--- src/rtl/rsfp_pkg.sv ---
package rsfp_pkg;

    // Configuration port
    localparam int unsigned APB_ADDR_W = 3;
    localparam int unsigned APB_DATA_W = 32;
    // Word index of each register (byte address bits [2:2])
    localparam logic [0:0] REG_RADIX_MODE = 1'd0;

    // Radix codes; the unused code falls back to hexadecimal
    localparam logic [1:0] RADIX_BIN = 2'd0;
    localparam logic [1:0] RADIX_OCT = 2'd1;
    localparam logic [1:0] RADIX_HEX = 2'd2;
    localparam logic [1:0] RADIX_RESET = RADIX_HEX;

    // Characters with a meaning of their own
    localparam logic [7:0] CH_MINUS = 8'h2D;  // '-'
    localparam logic [7:0] CH_POINT = 8'h2E;  // '.'
    localparam logic [7:0] CH_ZERO  = 8'h30;  // '0'
    localparam logic [7:0] CH_ONE   = 8'h31;  // '1'
    localparam logic [7:0] CH_SEVEN = 8'h37;  // '7'
    localparam logic [7:0] CH_NINE  = 8'h39;  // '9'
    localparam logic [7:0] CH_UP_A  = 8'h41;  // 'A'
    localparam logic [7:0] CH_UP_F  = 8'h46;  // 'F'
    localparam logic [7:0] CH_LO_A  = 8'h61;  // 'a'
    localparam logic [7:0] CH_LO_F  = 8'h66;  // 'f'
    localparam logic [3:0] HEX_TEN  = 4'd10;

    localparam int unsigned VALUE_W = 64;

    typedef enum logic [1:0] {
        PH_START = 2'd0,
        PH_INT   = 2'd1,
        PH_FRAC  = 2'd2,
        PH_STOP  = 2'd3
    } phase_t;

    typedef struct packed {
        logic [7:0] char_code;
        logic       last_char;
    } char_item_t;

    typedef struct packed {
        logic signed [VALUE_W-1:0] value;
        logic                      overflow;
    } result_item_t;

    typedef struct packed {
        logic       valid;
        logic [3:0] val;
    } digit_t;

    // Digit value of a character in the selected radix
    function automatic digit_t digit_of(input logic [1:0] mode, input logic [7:0] c);
        digit_t d;
        d.valid = 1'b0;
        d.val   = 4'd0;
        unique case (mode)
            RADIX_BIN:
            begin
                d.valid = (c == CH_ZERO) || (c == CH_ONE);
                d.val   = c[3:0];
            end
            RADIX_OCT:
            begin
                d.valid = (c >= CH_ZERO) && (c <= CH_SEVEN);
                d.val   = c[3:0];
            end
            default:
            begin
                if ((c >= CH_ZERO) && (c <= CH_NINE))
                begin
                    d.valid = 1'b1;
                    d.val   = c[3:0];
                end
                else if ((c >= CH_UP_A) && (c <= CH_UP_F))
                begin
                    d.valid = 1'b1;
                    d.val   = HEX_TEN + 4'(c - CH_UP_A);
                end
                else if ((c >= CH_LO_A) && (c <= CH_LO_F))
                begin
                    d.valid = 1'b1;
                    d.val   = HEX_TEN + 4'(c - CH_LO_A);
                end
            end
        endcase
        return d;
    endfunction

    // Bits carried by one digit
    function automatic logic [2:0] digit_bits(input logic [1:0] mode);
        logic [2:0] k;
        unique case (mode)
            RADIX_BIN: k = 3'd1;
            RADIX_OCT: k = 3'd3;
            default:   k = 3'd4;
        endcase
        return k;
    endfunction

endpackage

--- src/rtl/rsfp_cfg.sv ---
module rsfp_cfg (
    input  logic                               clk,
    input  logic                               rst_n,
    input  logic                               psel,
    input  logic                               penable,
    input  logic                               pwrite,
    input  logic [rsfp_pkg::APB_ADDR_W-1:0]    paddr,
    input  logic [rsfp_pkg::APB_DATA_W-1:0]    pwdata,
    output logic [rsfp_pkg::APB_DATA_W-1:0]    prdata,
    output logic                               pready,
    output logic [1:0]                         radix_mode
);

    logic [1:0] radix_reg;
    logic [1:0] radix_next;
    logic       sel_radix;

    assign sel_radix = (paddr[2:2] == rsfp_pkg::REG_RADIX_MODE);
    assign pready    = 1'b1;

    always_comb
    begin
        radix_next = radix_reg;
        if (psel && penable && pwrite && sel_radix)
        begin
            radix_next = pwdata[1:0];
        end
    end

    always_ff @(posedge clk or negedge rst_n)
    begin
        if (!rst_n)
        begin
            radix_reg <= rsfp_pkg::RADIX_RESET;
        end
        else
        begin
            radix_reg <= radix_next;
        end
    end

    assign prdata     = sel_radix ? rsfp_pkg::APB_DATA_W'(radix_reg) : '0;
    assign radix_mode = radix_reg;

endmodule

--- src/rtl/rsfp_core.sv ---
module rsfp_core #(
    parameter int INT_BITS  = 32,
    parameter int FRAC_BITS = 32
) (
    input  logic                     clk,
    input  logic                     rst_n,
    input  logic                     go,
    input  rsfp_pkg::char_item_t     item,
    input  logic [1:0]               radix_mode,
    output rsfp_pkg::result_item_t   result
);

    localparam int FB    = (FRAC_BITS > 62) ? 62 : FRAC_BITS;
    localparam int IB    = (INT_BITS + FB > 64) ? (64 - FB) : ((INT_BITS < 2) ? 2 : INT_BITS);
    localparam int IPW   = IB - 1;
    localparam int MAG_W = IPW + FB;
    localparam int FBL_W = $clog2(FB + 1);

    rsfp_pkg::phase_t   phase_reg, phase_next;
    logic               neg_reg, neg_next;
    logic [MAG_W-1:0]   mag_reg, mag_next;
    logic [FBL_W-1:0]   fbl_reg, fbl_next;
    logic               ovf_reg, ovf_next;

    rsfp_pkg::phase_t   ph;
    logic               neg_w;
    logic [MAG_W-1:0]   mag_w;
    logic [FBL_W-1:0]   fbl_w;
    logic               ovf_w;
    logic               skip;
    rsfp_pkg::digit_t   dig;
    logic [2:0]         k;
    logic [IPW+3:0]     grown;
    logic [FB+3:0]      placed;
    logic [63:0]        mag64;

    assign dig = rsfp_pkg::digit_of(radix_mode, item.char_code);
    assign k   = rsfp_pkg::digit_bits(radix_mode);

    // Integer digit: shift the integer part up by one digit and insert it
    assign grown  = ({4'd0, mag_reg[FB +: IPW]} << k) | (IPW+4)'(dig.val);
    // Fraction digit: top of the digit lands just below the bits already used
    assign placed = ((FB+4)'(dig.val) << fbl_reg) >> k;

    always_comb
    begin
        ph    = phase_reg;
        neg_w = neg_reg;
        mag_w = mag_reg;
        fbl_w = fbl_reg;
        ovf_w = ovf_reg;
        skip  = 1'b0;
        if (phase_reg != rsfp_pkg::PH_STOP)
        begin
            if (phase_reg == rsfp_pkg::PH_START)
            begin
                ph = rsfp_pkg::PH_INT;
                if (item.char_code == rsfp_pkg::CH_MINUS)
                begin
                    neg_w = 1'b1;
                    skip  = 1'b1;
                end
            end
            if (!skip)
            begin
                if (ph == rsfp_pkg::PH_INT)
                begin
                    if (dig.valid)
                    begin
                        if (!ovf_reg)
                        begin
                            if (|grown[IPW+3:IPW])
                            begin
                                // saturate: largest integer, all fraction bits set
                                ovf_w = 1'b1;
                                mag_w = '1;
                            end
                            else
                            begin
                                mag_w = {grown[IPW-1:0], mag_reg[FB-1:0]};
                            end
                        end
                    end
                    else if (item.char_code == rsfp_pkg::CH_POINT)
                    begin
                        ph = rsfp_pkg::PH_FRAC;
                    end
                    else
                    begin
                        ph = rsfp_pkg::PH_STOP;
                    end
                end
                else
                begin
                    if (dig.valid)
                    begin
                        if (!ovf_reg)
                        begin
                            mag_w = mag_reg | MAG_W'(placed[FB-1:0]);
                            fbl_w = (fbl_reg >= FBL_W'(k)) ? (fbl_reg - FBL_W'(k)) : '0;
                        end
                    end
                    else
                    begin
                        ph = rsfp_pkg::PH_STOP;
                    end
                end
            end
        end
    end

    assign mag64           = 64'(mag_w);
    assign result.value    = neg_w ? (64'd0 - mag64) : mag64;
    assign result.overflow = ovf_w;

    always_comb
    begin
        phase_next = phase_reg;
        neg_next   = neg_reg;
        mag_next   = mag_reg;
        fbl_next   = fbl_reg;
        ovf_next   = ovf_reg;
        if (go)
        begin
            if (item.last_char)
            begin
                phase_next = rsfp_pkg::PH_START;
                neg_next   = 1'b0;
                mag_next   = '0;
                fbl_next   = FBL_W'(FB);
                ovf_next   = 1'b0;
            end
            else
            begin
                phase_next = ph;
                neg_next   = neg_w;
                mag_next   = mag_w;
                fbl_next   = fbl_w;
                ovf_next   = ovf_w;
            end
        end
    end

    always_ff @(posedge clk or negedge rst_n)
    begin
        if (!rst_n)
        begin
            phase_reg <= rsfp_pkg::PH_START;
            neg_reg   <= 1'b0;
            mag_reg   <= '0;
            fbl_reg   <= FBL_W'(FB);
            ovf_reg   <= 1'b0;
        end
        else
        begin
            phase_reg <= phase_next;
            neg_reg   <= neg_next;
            mag_reg   <= mag_next;
            fbl_reg   <= fbl_next;
            ovf_reg   <= ovf_next;
        end
    end

    a_stop_holds: assert property (@(posedge clk) disable iff (!rst_n)
        (phase_reg == rsfp_pkg::PH_STOP) && !(go && item.last_char)
        |=> (phase_reg == rsfp_pkg::PH_STOP))
        else $error("parser left the stopped phase before the end of the string");

    a_sat_frozen: assert property (@(posedge clk) disable iff (!rst_n)
        ovf_reg && !(go && item.last_char) |=> ovf_reg && (mag_reg == {MAG_W{1'b1}}))
        else $error("saturated magnitude changed before the end of the string");

    a_frac_budget: assert property (@(posedge clk) disable iff (!rst_n)
        fbl_reg <= FBL_W'(FB))
        else $error("fraction bit count beyond the fraction width");

endmodule

--- src/rtl/radix_string_to_fixed_point.sv ---
// Channel   | Direction | Payload                          | Handshake
// ----------+-----------+----------------------------------+--------------------------
// char      | in        | char_code[7:0], last_char        | char_valid / char_stall
// result    | out       | value[63:0] signed, overflow     | result_valid / result_stall
// cfg (APB) | in/out    | radix_mode at byte address 0     | psel / penable / pready
//
// One character per cycle while char_stall is low: a transfer lands in the input
// register; the parse logic then updates the string state from it and, on the last
// character, loads the result register. A character reaches result_valid through the
// input register and then the result register. Reset clears the string state, empties
// both registers and sets hex radix. A stalled result holds the last character in the
// input register, and no further character enters meanwhile; other characters are not
// held by a stalled result, since they produce no result.
module radix_string_to_fixed_point #(
    parameter int INT_BITS  = 32,
    parameter int FRAC_BITS = 32
) (
    input  logic                                clk,
    input  logic                                rst_n,
    // character stream
    input  logic                                char_valid,
    output logic                                char_stall,
    input  rsfp_pkg::char_item_t                char_item,
    // results
    output logic                                result_valid,
    input  logic                                result_stall,
    output rsfp_pkg::result_item_t              result_item,
    // configuration
    input  logic                                psel,
    input  logic                                penable,
    input  logic                                pwrite,
    input  logic [rsfp_pkg::APB_ADDR_W-1:0]     paddr,
    input  logic [rsfp_pkg::APB_DATA_W-1:0]     pwdata,
    output logic [rsfp_pkg::APB_DATA_W-1:0]     prdata,
    output logic                                pready
);

    localparam int FB    = (FRAC_BITS > 62) ? 62 : FRAC_BITS;
    localparam int IB    = (INT_BITS + FB > 64) ? (64 - FB) : ((INT_BITS < 2) ? 2 : INT_BITS);
    localparam int SAT_W = IB - 1 + FB;
    localparam logic [63:0] SAT_MAG = 64'({SAT_W{1'b1}});

    logic                      in_vld_reg, in_vld_next;
    rsfp_pkg::char_item_t      in_item_reg, in_item_next;
    logic                      out_vld_reg, out_vld_next;
    rsfp_pkg::result_item_t    out_item_reg, out_item_next;
    rsfp_pkg::result_item_t    core_result;
    logic [1:0]                radix_mode;
    logic                      go;
    logic                      char_xfer;

    rsfp_cfg u_cfg (
        .clk        (clk),
        .rst_n      (rst_n),
        .psel       (psel),
        .penable    (penable),
        .pwrite     (pwrite),
        .paddr      (paddr),
        .pwdata     (pwdata),
        .prdata     (prdata),
        .pready     (pready),
        .radix_mode (radix_mode)
    );

    rsfp_core #(
        .INT_BITS  (INT_BITS),
        .FRAC_BITS (FRAC_BITS)
    ) u_core (
        .clk        (clk),
        .rst_n      (rst_n),
        .go         (go),
        .item       (in_item_reg),
        .radix_mode (radix_mode),
        .result     (core_result)
    );

    // Parse the held character unless it is the last one and the result slot is
    // still occupied by a stalled result.
    assign go         = in_vld_reg && !(in_item_reg.last_char && out_vld_reg && result_stall);
    assign char_stall = in_vld_reg && !go;
    assign char_xfer  = char_valid && !char_stall;

    always_comb
    begin
        in_vld_next  = in_vld_reg;
        in_item_next = in_item_reg;
        if (char_xfer)
        begin
            in_vld_next  = 1'b1;
            in_item_next = char_item;
        end
        else if (go)
        begin
            in_vld_next = 1'b0;
        end
    end

    always_comb
    begin
        out_vld_next  = out_vld_reg;
        out_item_next = out_item_reg;
        if (go && in_item_reg.last_char)
        begin
            out_vld_next  = 1'b1;
            out_item_next = core_result;
        end
        else if (!result_stall)
        begin
            // drop the result once it has been taken
            out_vld_next = 1'b0;
        end
    end

    always_ff @(posedge clk or negedge rst_n)
    begin
        if (!rst_n)
        begin
            in_vld_reg  <= 1'b0;
            out_vld_reg <= 1'b0;
        end
        else
        begin
            in_vld_reg  <= in_vld_next;
            out_vld_reg <= out_vld_next;
        end
    end

    // payload registers carry no reset
    always_ff @(posedge clk)
    begin
        in_item_reg  <= in_item_next;
        out_item_reg <= out_item_next;
    end

    assign result_valid = out_vld_reg;
    assign result_item  = out_item_reg;

    a_result_from_last: assert property (@(posedge clk) disable iff (!rst_n)
        !out_vld_reg ##1 out_vld_reg |-> $past(in_vld_reg && in_item_reg.last_char))
        else $error("result appeared without a last character");

    a_overflow_saturates: assert property (@(posedge clk) disable iff (!rst_n)
        out_vld_reg && out_item_reg.overflow
        |-> (out_item_reg.value == SAT_MAG) || (out_item_reg.value == 64'd0 - SAT_MAG))
        else $error("overflow flagged but value is not saturated");

    a_no_result_overwrite: assert property (@(posedge clk) disable iff (!rst_n)
        out_vld_reg && result_stall |=> out_vld_reg && $stable(out_item_reg))
        else $error("stalled result was overwritten");

endmodule
--- config.mk ---
export PLATFORM = sky130hd
export DESIGN_NAME = radix_string_to_fixed_point
export DESIGN_NICKNAME = d
export VERILOG_FILES = /design/src/rtl/rsfp_pkg.sv /design/src/rtl/rsfp_cfg.sv /design/src/rtl/rsfp_core.sv /design/src/rtl/radix_string_to_fixed_point.sv
export SDC_FILE = /design/constraint.sdc
export NUM_CORES = 1
export LEC_CHECK = 0
export BUFFER_PORTS_ARGS = -buffer_cell sky130_fd_sc_hd__buf_2
export CELL_PAD_IN_SITES_DETAIL_PLACEMENT = 0
export CELL_PAD_IN_SITES_GLOBAL_PLACEMENT = 1
export CORE_MARGIN = 10
export CORE_UTILIZATION = 45
export DETAILED_ROUTE_END_ITERATION = 12
export PLACE_DENSITY_LB_ADDON = 0.1
export SLEW_MARGIN = 20
export SYNTH_ARGS = -nofsm -noshare
export SYNTH_HDL_FRONTEND = slang
export SYNTH_HIERARCHICAL = 1
export SYNTH_SLANG_ARGS = --single-unit
--- constraint.sdc ---
create_clock -name clk -period 5.9 [get_ports clk]
set_clock_uncertainty 0.2 [all_clocks]
set_input_delay 1.77 -clock clk [delete_from_list [all_inputs] [get_ports clk]]
set_output_delay 1.77 -clock clk [all_outputs]
set_load 0.005 [all_outputs]
==> impl_metrics.yaml, run 1 <==
floorplan:
  num_io_pins: 151
  initial_utilization_pct: 45.4
  die-width_um: 176
  die_area_sq_um: 31000
  chipHeight_um: 176
  core_region_area_sq_um: 24100
  std_cell_rows: 57
global_routing:
  gr-total-overflow: 0
  grt_max_degree: 66
  grt_use_total_pct: 23.1
  antenna_found_initial: 0
  grt_pass1_vias: 9750
  grt_first_pass_wirelength_mm: 56.9
route:
  number_of_vias_per_cell_after_detailed_routing: 6.21
  drc_errors: 0
  first_iter_violations: 1007
  drt_first_pass_iters: 5
  num_vias: 10097
  highest-signal-layer: "met4"
  dr_wl_met2_mm: 17.7
  postRouteAntennaNets: 0
  route.met3.wl_mm: 2.39
  routed_wirelength_mm: 36.4
  m1WireLength_mm: 15.4
  routedWlPerCell_um: 22.4
sta:
  post-route-period-util_pct: 88.0
  worst_slew_pin_slew_ps: 1050
  final-max-slew-violation-count: 0
  final_setup_violation_count: 0
  final.min_clock_period_ps: 5190
  max_slew_margin_pct: 29.5
  rsz0062_at_grt: "false"
  final.setup.worst_slack_ps: 708
  achievable-frequency_ghz: 0.193
  fin_setup_tns_ps: 0
  timing.final.hold_violations: 0
cts:
  clock_tree.htree_level_count: 4
  clock-sinks: 151
  clock_latency_ps: 430
  post_cts_resize_count: 0
  post-cts-setup-buffer-count: 0
  cts_buffers: 17
  cts_hold_buffers: 0
  clock_tree.root_cell: "sky130_fd_sc_hd__clkbuf_16"
  clkSlewWorstSetupHoldPaths_ps: 80
  tritoncts_clock_tree: "done"
  cts-root-to-sink-buffers: 2
worst_hold_path:
  worst_hold_path.num_cells: 2
  whs_endpoint: "u_core/mag_reg[31]"
  start_point_of_the_worst_min_delay_path: "u_core/mag_reg[31]"
  hold_path.class: "register to register"
pwr:
  power-per-cell-area_nw_per_um2: 386
  leakage_nw: 4.83
  power.ir.vdd_worst_mv: 0.236
  post-layout-total-power_mw: 4.76
setup_path:
  crit_path_start_kind: "register"
  critical_path.max_fanout: 9
  worstSetupStartpoint: "in_item_reg[1]"
  crit_slowest_cell: "sky130_fd_sc_hd__a2111oi_0"
  reg2reg_to: "result_item[25]"
  crit-reg2reg-launch: "in_item_reg[1]"
  endpoint_kind_of_the_worst_setup_timing_path: "register"
  cp_slowest_stage_delay_ps: 670
  worstRegToRegCells: 15
  worst-setup-path-type: "register to register"
  critical_path_required_ps: 5880
  setup.reg_to_reg.worst_slack_ps: 710
  path_cells: "inv_1 -> ha_1 -> or3b_1 -> and3_1 -> o21ai_4 -> nor2_1 -> a2111oi_0 -> a31oi_1 -> inv_1 -> ha_1 -> nand4_1 -> buf_4 -> or3_1 -> o31ai_1 -> xor2_1"
  arrival_ps: 5170
place:
  place_hpwl_mm: 26.0
  postPlaceCellArea_sq_um: 11700
  place.port_buffers: 87
  detailedPlace.worstSlack_ps: 678
  gp_congestion: 0.990
final_layout:
  antenna_cells_inserted: 0
  drive_gt1_share_pct: 18.0
  design.final.nets: 1351
  area_growth_syn_to_layout_pct: 12.7
  post-route-cell-area_sq_um: 12300
  largest_reg_flops: 65
yosys:
  number_of_enable_type_register_cells_in_the_synthesized_netlist: 74
  syn_avg_cell_area_sq_um: 8.98
  syn-cell-area_sq_um: 10900
  yosys.cell_types.count: 111
  fraction_of_the_yosys_area_taken_by_sequential_cells_pct: 37.9
  synth.ff_latch_count: 151
  async_flop_share_pct: 51.0
  synth-main-ff-cell: "sky130_fd_sc_hd__dfrtp_1"
  yosys_warnings: 6
  post_synth_inst_count: 1219
flow_run:
  drv.max_cap_violation_count: 0
run_status:
  run_status: "completed"
==> report_power, final <==
group	internal, mW	total, mW	switching [mW]
Sequential	1.23	1.37	0.143
Combinational	0.749	2.27	1.52
Clock	0.602	1.11	0.512
==> critical path: cells and delay by family, from the launching register on <==
kind	cells	cell delay (ps)
flops	1	530
xor+xnor	1	120
buf+inv	3	610
fa+ha+maj	2	440
compound gates	4	1460
simple gates	5	1570
==> stage by stage <==
| stage | util (%) | hold slack, ps | std cells |
|---|---|---|---|
| floorplan | - | 289 | 1248 |
| global placement | 48.7 | 321 | 1595 |
| detailed placement | 48.7 | 329 | 1595 |
| CTS | 51.2 | 341 | 1627 |
| global route | 51.2 | 371 | 1627 |
| finish | 51.2 | 343 | 1627 |
==> cells in the final DEF (no fill, tap or decap), types with 9 or more instances in the layout <==
master and count:
sky130_fd_sc_hd__a211oi_1 13, sky130_fd_sc_hd__a21oi_1 96, sky130_fd_sc_hd__a31oi_1 43, sky130_fd_sc_hd__and2_1 13, sky130_fd_sc_hd__and3_1 15, sky130_fd_sc_hd__buf_2 86
sky130_fd_sc_hd__buf_4 52, sky130_fd_sc_hd__clkbuf_16 17, sky130_fd_sc_hd__conb_1 31, sky130_fd_sc_hd__dfrtp_1 74, sky130_fd_sc_hd__edfxtp_1 74, sky130_fd_sc_hd__ha_1 9
sky130_fd_sc_hd__inv_1 58, sky130_fd_sc_hd__mux2i_1 20, sky130_fd_sc_hd__nand2_1 99, sky130_fd_sc_hd__nand2b_1 34, sky130_fd_sc_hd__nand3_1 39, sky130_fd_sc_hd__nand4_1 20
sky130_fd_sc_hd__nor2_1 67, sky130_fd_sc_hd__nor2b_1 9, sky130_fd_sc_hd__nor3_1 25, sky130_fd_sc_hd__nor4_1 11, sky130_fd_sc_hd__o211ai_1 24, sky130_fd_sc_hd__o21ai_0 55
sky130_fd_sc_hd__o221ai_1 10, sky130_fd_sc_hd__o22ai_1 36, sky130_fd_sc_hd__o31ai_1 15, sky130_fd_sc_hd__xnor2_1 48, sky130_fd_sc_hd__xor2_1 14
==> synthesized netlist by cell type, types with 14 or more instances <==
cell type,n,area [sq um]
sky130_fd_sc_hd__o21ai_0,56,280
sky130_fd_sc_hd__nand4_1,20,125
sky130_fd_sc_hd__o211ai_1,24,180
sky130_fd_sc_hd__clkbuf_1,62,233
sky130_fd_sc_hd__a21oi_1,97,485
sky130_fd_sc_hd__nand3_1,39,195
sky130_fd_sc_hd__o31ai_1,15,113
sky130_fd_sc_hd__dfrtp_1,75,1880
sky130_fd_sc_hd__inv_1,59,221
sky130_fd_sc_hd__nand2_1,99,372
sky130_fd_sc_hd__edfxtp_1,74,2220
sky130_fd_sc_hd__a31oi_1,44,275
sky130_fd_sc_hd__nand2b_1,35,219
sky130_fd_sc_hd__xor2_1,14,123
sky130_fd_sc_hd__mux2i_1,20,200
sky130_fd_sc_hd__xnor2_1,48,420
sky130_fd_sc_hd__nor3_1,25,125
sky130_fd_sc_hd__nor2_1,68,255
sky130_fd_sc_hd__o22ai_1,36,225
sky130_fd_sc_hd__and3_1,15,93.8
sky130_fd_sc_hd__buf_4,35,263
==> area by class of cell <==
cell class / count / area, sq um
tap: 324 / 405
inverter: 62 / 233
multi-input combinational: 918 / 6100
fill: 2377 / 11800
clock inverter: 14 / 160
sequential: 151 / 4150
timing repair buffer: 140 / 861
clock buffer: 18 / 429
==> logic make-up (layout without fill, tap and decap cells) <==
logic type,after synthesis,count (layout),synth area share (%)
simple gates,378,378,18.6
fa+ha+maj,10,10,1.21
mux,27,27,2.62
buf+inv,179,234,7.68
flops,151,151,37.9
other cells,2,31,0.0686
compound gates,410,410,26.9
xor+xnor,62,62,4.96
==> routing by layer <==
layer / global-route usage (%) / vias to the layer above
li1: - / 4667
met1: 29.8 / 4962
met2: 37.9 / 412
met3: 4.19 / 56
met4: 8.34 / 0
met5: 0 / -
==> worst max-delay path by stage <==
stage | end | cells after the start
2_1_floorplan | result_item[0] | 1
3_3_place_gp | result_item[26] | 13
3_5_place_dp | result_item[25] | 15
4_1_cts | result_item[25] | 15
5_1_grt | result_item[25] | 15
6_report | result_item[25] | 15
No activity file was read; power rests on OpenSTA's default activity.
==> run 2: changes to the inputs <==
Settings changed: CORE_MARGIN 10 to 3.
==> impl_metrics.yaml, run 2 (same netlist as run 1, synthesis figures left out) <==
run_status:
  run_status: "completed"
route:
  drc_errors: 0
  number_of_vias_per_cell_after_detailed_routing: 6.20
  first_iter_violations: 1062
  routed_wirelength_mm: 35.7
  num_vias: 10056
  drt_first_pass_iters: 6
  routedWlPerCell_um: 22.0
  postRouteAntennaNets: 0
setup_path:
  worstSetupStartpoint: "in_item_reg[1]"
  arrival_ps: 5230
  critical_path_required_ps: 5870
  worst-setup-path-type: "register to register"
  crit_path_start_kind: "register"
  crit-reg2reg-launch: "in_item_reg[1]"
  endpoint_kind_of_the_worst_setup_timing_path: "register"
  critical_path.max_fanout: 16
final_layout:
  final_util_pct: 52.1
  drive_gt1_share_pct: 18.0
  largest_reg_flops: 65
  area_growth_syn_to_layout_pct: 12.7
  fillerInstances: 2277
  stdcell_count: 1622
  layout.cells.most_common: "sky130_fd_sc_hd__nand2_1"
  design.final.nets: 1352
  multi_input_comb_area_sq_um: 6100
  antenna_cells_inserted: 0
  mostFrequentLayoutCells: "sky130_fd_sc_hd__nand2_1, sky130_fd_sc_hd__a21oi_1, sky130_fd_sc_hd__buf_2"
  post-route-cell-area_sq_um: 12300
  final-seq-area_sq_um: 4150
floorplan:
  die_area_sq_um: 26200
  std_cell_rows: 56
  die-width_um: 162
  initial_utilization_pct: 46.2
  core_region_area_sq_um: 23700
  chipHeight_um: 162
  num_io_pins: 151
sta:
  final.min_clock_period_ps: 5260
  post-route-period-util_pct: 89.2
  fin_worst_hold_slack_ps: 340
  worst_slew_pin_slew_ps: 1070
  rsz0062_at_grt: "false"
  fin_setup_tns_ps: 0
  max_slew_margin_pct: 28.6
  final_setup_violation_count: 0
  timing.final.hold_violations: 0
  final-max-slew-violation-count: 0
  achievable-frequency_ghz: 0.190
cts:
  post_cts_resize_count: 0
  clock_latency_ps: 440
  cts_hold_buffers: 0
  clock_tree.htree_level_count: 4
  cts_buffers: 17
  clock_tree.root_cell: "sky130_fd_sc_hd__clkbuf_16"
  tritoncts_clock_tree: "done"
  clock-sinks: 151
  clkSlewWorstSetupHoldPaths_ps: 70
  cts-root-to-sink-buffers: 2
  post-cts-setup-buffer-count: 0
flow_run:
  drv.max_cap_violation_count: 0
pwr:
  power-per-cell-area_nw_per_um2: 390
  leakage_nw: 4.83
  power.ir.vdd_worst_mv: 0.208
global_routing:
  grt_max_degree: 66
  antenna_found_initial: 0
  grt_first_pass_wirelength_mm: 56.6
  grt_pass1_vias: 9690
  gr-total-overflow: 0
  grt_use_total_pct: 27.5
place:
  postPlaceCellArea_sq_um: 11700
  place.port_buffers: 87
  place_hpwl_mm: 25.0
  gp_congestion: 0.977
  dp_cells: 1591
worst_hold_path:
  hold_path.class: "register to register"
  start_point_of_the_worst_min_delay_path: "u_core/mag_reg[17]"
-- run 2: cell types whose count changed in the layout (fill, tap and decap cells not counted), sizes merged --
cell / previous run / this run
inv: 65 / 62
clkinv: 8 / 7
clkinvlp: 2 / 3
bufinv: 1 / 3
buf: 140 / 141
-- run 2: worst max-delay path, cell delays in order (launching register included) --
cell and delay (ps):
sky130_fd_sc_hd__edfxtp_1 530, sky130_fd_sc_hd__inv_1 220, sky130_fd_sc_hd__ha_1 210, sky130_fd_sc_hd__or3b_1 460
sky130_fd_sc_hd__and3_1 350, sky130_fd_sc_hd__o211ai_2 630, sky130_fd_sc_hd__nand4_1 250, sky130_fd_sc_hd__a21boi_2 260
sky130_fd_sc_hd__nand4_1 260, sky130_fd_sc_hd__nor3_1 550, sky130_fd_sc_hd__and4_1 480, sky130_fd_sc_hd__and2_1 270
sky130_fd_sc_hd__a31oi_1 130, sky130_fd_sc_hd__xnor2_1 180
-- run 2: cell type report --
class | count | share of cell area (%)
Multi-Input combinational cell | 918 | 49.4
Sequential cell | 151 | 33.7
Inverter | 62 | 1.89
Clock buffer | 18 | 3.48
Clock inverter | 13 | 1.40
Timing Repair Buffer | 141 | 6.94
Tap cell | 319 | 3.23
-- run 2: per-layer routing --
layer  GRT usage (%)  vias up  share of wire, %
li1                -     4661                 -
met1            37.1     4882                42
met2            45.1      442                48
met3            4.28       71               6.9
met4            9.62        0               3.0
met5               0        -                 0
-- run 2: per-stage QoR --
step,power (mW),setup WS [ps]
finish,4.81,639
global route,5.07,238
CTS,4.78,691
detailed placement,3.60,711
global placement,3.60,769
floorplan,2.86,242
-- run 2: worst paths after layout --
check	endpoint	slack, ps	depth (start not counted)
max	result_item[62]	640	13
min reg2reg	u_core/mag_reg[17]	340	2
max in group asynchronous	u_core/mag_reg[6]	3380	2
min	u_core/mag_reg[17]	340	2
min in group asynchronous	u_core/mag_reg[41]	1200	1
max reg2reg	result_item[62]	640	13
-- run 2: where the power goes --
| part | switching (mW) | internal [mW] |
|---|---|---|
| sequential | 0.139 | 1.23 |
| combinational | 1.53 | 0.739 |
| clock | 0.495 | 0.671 |
==> run 3: changes to the inputs <==
--- a/config.mk
+++ b/config.mk
@@ -13,4 +13,4 @@
 export DETAILED_ROUTE_END_ITERATION = 12
+export GPL_ROUTABILITY_DRIVEN = 0
 export PLACE_DENSITY_LB_ADDON = 0.1
-export SLEW_MARGIN = 20
 export SYNTH_ARGS = -nofsm -noshare
==> constraint.sdc (replaced) <==
create_clock -name clk -period 5.9 [get_ports clk]
set_clock_uncertainty 0.2 [all_clocks]
set_input_delay 0.59 -clock clk [delete_from_list [all_inputs] [get_ports clk]]
set_output_delay 0.59 -clock clk [all_outputs]
set_load 0.005 [all_outputs]
==> impl_metrics.yaml, run 3 (same netlist as run 1, synthesis figures left out) <==
run_status:
  run_status: "completed"
sta:
  fin_worst_hold_slack_ps: 134
  worst_slew_pin_slew_ps: 1140
  fin_setup_tns_ps: 0
  final.setup.worst_slack_ps: 370
  final-max-slew-violation-count: 0
  rsz0062_at_grt: "false"
  timing.final.hold_violations: 0
  final.min_clock_period_ps: 5530
  max_slew_margin_pct: 23.4
  final_setup_violation_count: 0
  achievable-frequency_ghz: 0.181
  post-route-period-util_pct: 93.7
final_layout:
  largest_reg_flops: 65
  drive_gt1_share_pct: 17.6
  antenna_cells_inserted: 0
  design.final.nets: 1348
  layout.cells.most_common: "sky130_fd_sc_hd__nand2_1"
  stdcell_count: 1619
  mostFrequentLayoutCells: "sky130_fd_sc_hd__nand2_1, sky130_fd_sc_hd__a21oi_1, sky130_fd_sc_hd__buf_2"
  area_growth_syn_to_layout_pct: 12.6
cts:
  post-cts-setup-buffer-count: 0
  cts-root-to-sink-buffers: 2
  clock_latency_ps: 430
  clock_tree.htree_level_count: 4
  cts_hold_buffers: 1
  clkSlewWorstSetupHoldPaths_ps: 70
  clock_tree.root_cell: "sky130_fd_sc_hd__clkbuf_16"
  tritoncts_clock_tree: "done"
  post_cts_resize_count: 0
  clock-sinks: 151
  cts_buffers: 17
worst_hold_path:
  hold_path.class: "input pin to register"
global_routing:
  antenna_found_initial: 0
  grt_pass1_vias: 9552
  grt_max_degree: 66
  grt_use_total_pct: 26.4
  grt_first_pass_wirelength_mm: 55.2
  gr-total-overflow: 0
floorplan:
  core_region_area_sq_um: 23700
  initial_utilization_pct: 46.2
  num_io_pins: 151
  die_area_sq_um: 26200
  die-width_um: 162
  chipHeight_um: 162
  std_cell_rows: 56
pwr:
  share_seq_of_total_power_pct: 29.2
  power.ir.vdd_worst_mv: 0.196
  p_sw_mw: 2.14
  post-layout-total-power_mw: 4.75
  leakage_nw: 4.81
  pwr-share-clk_pct: 24.7
  switching_share_pct: 45.0
  int_power_mw: 2.62
  power-per-cell-area_nw_per_um2: 386
  power_frac_comb_pct: 46.1
setup_path:
  crit_path_start_kind: "register"
  critical_path_required_ps: 5850
  arrival_ps: 5480
  critical_path.max_fanout: 19
  endpoint_kind_of_the_worst_setup_timing_path: "register"
  worst-setup-path-type: "register to register"
route:
  postRouteAntennaNets: 0
  drc_errors: 0
  first_iter_violations: 1165
  number_of_vias_per_cell_after_detailed_routing: 6.27
  routed_wirelength_mm: 34.8
  drt_first_pass_iters: 6
  num_vias: 10157
  routedWlPerCell_um: 21.5
place:
  dp_cells: 1586
  detailedPlace.worstSlack_ps: 368
  place.port_buffers: 87
  place_hpwl_mm: 24.2
flow_run:
  drv.max_cap_violation_count: 0
## run 3: per-stage QoR
step | util, % | instance area, sq um
5_1_grt | 52.0 | 12300
6_report | 52.0 | 12300
4_1_cts | 52.0 | 12300
2_1_floorplan | - | 11100
3_3_place_gp | 49.3 | 11700
3_5_place_dp | 49.3 | 11700
## run 3: final cells by class
class,count,area [sq um]
Tap cell,319,399
Sequential cell,151,4150
Timing Repair Buffer,137,816
Fill cell,2289,11400
Clock inverter,13,188
Clock buffer,19,433
Inverter,62,233
Multi-Input combinational cell,918,6100
## run 3: critical path, cell delays in order, from the launching register on
cell                        delay [ps]
sky130_fd_sc_hd__edfxtp_1          530
sky130_fd_sc_hd__inv_1             210
sky130_fd_sc_hd__ha_1              240
sky130_fd_sc_hd__o21ba_2           230
sky130_fd_sc_hd__a2bb2oi_2         660
sky130_fd_sc_hd__mux2i_1           430
sky130_fd_sc_hd__a22oi_2           510
sky130_fd_sc_hd__and2_1            290
sky130_fd_sc_hd__a221oi_1          110
sky130_fd_sc_hd__a211oi_1          500
sky130_fd_sc_hd__nand3_1           330
sky130_fd_sc_hd__nor4_4            310
sky130_fd_sc_hd__buf_4             320
sky130_fd_sc_hd__a31oi_1           150
sky130_fd_sc_hd__xnor2_1           200
## run 3: path summary, 6_finish.rpt
kind / slack [ps] / endpoint / start / depth (start not counted)
worst max-delay path: 370 / result_item[34] / in_item_reg[1] / 14
worst min-delay path: 130 / in_item_reg[0] / char_item[0] / 1
worst max register to register: 370 / result_item[34] / in_item_reg[1] / 14
worst min register to register: 340 / u_core/mag_reg[25] / u_core/mag_reg[25] / 2
max in group asynchronous: 4000 / u_core/mag_reg[6] / rst_n / 3
min in group asynchronous: 470 / u_core/mag_reg[39] / rst_n / 2
## run 3: per-layer routing
metal | global-route usage, % | vias to the layer above | part of all wire (%)
li1 | - | 4660 | -
met1 | 36.2 | 4948 | 43
met2 | 42.8 | 458 | 47
met3 | 4.18 | 91 | 6.9
met4 | 8.92 | 0 | 3.2
met5 | 0 | - | 0
## run 3: power by group through the flow
| stage | Combinational [mW] | Clock, mW | Sequential, mW |
|---|---|---|---|
| CTS | 2.14 | 1.20 | 1.38 |
| global route | 2.37 | 1.25 | 1.41 |
| finish | 2.19 | 1.18 | 1.39 |
| global placement | 2.13 | 0 | 1.40 |
| detailed placement | 2.13 | 0 | 1.40 |
| floorplan | 1.55 | 0 | 1.32 |
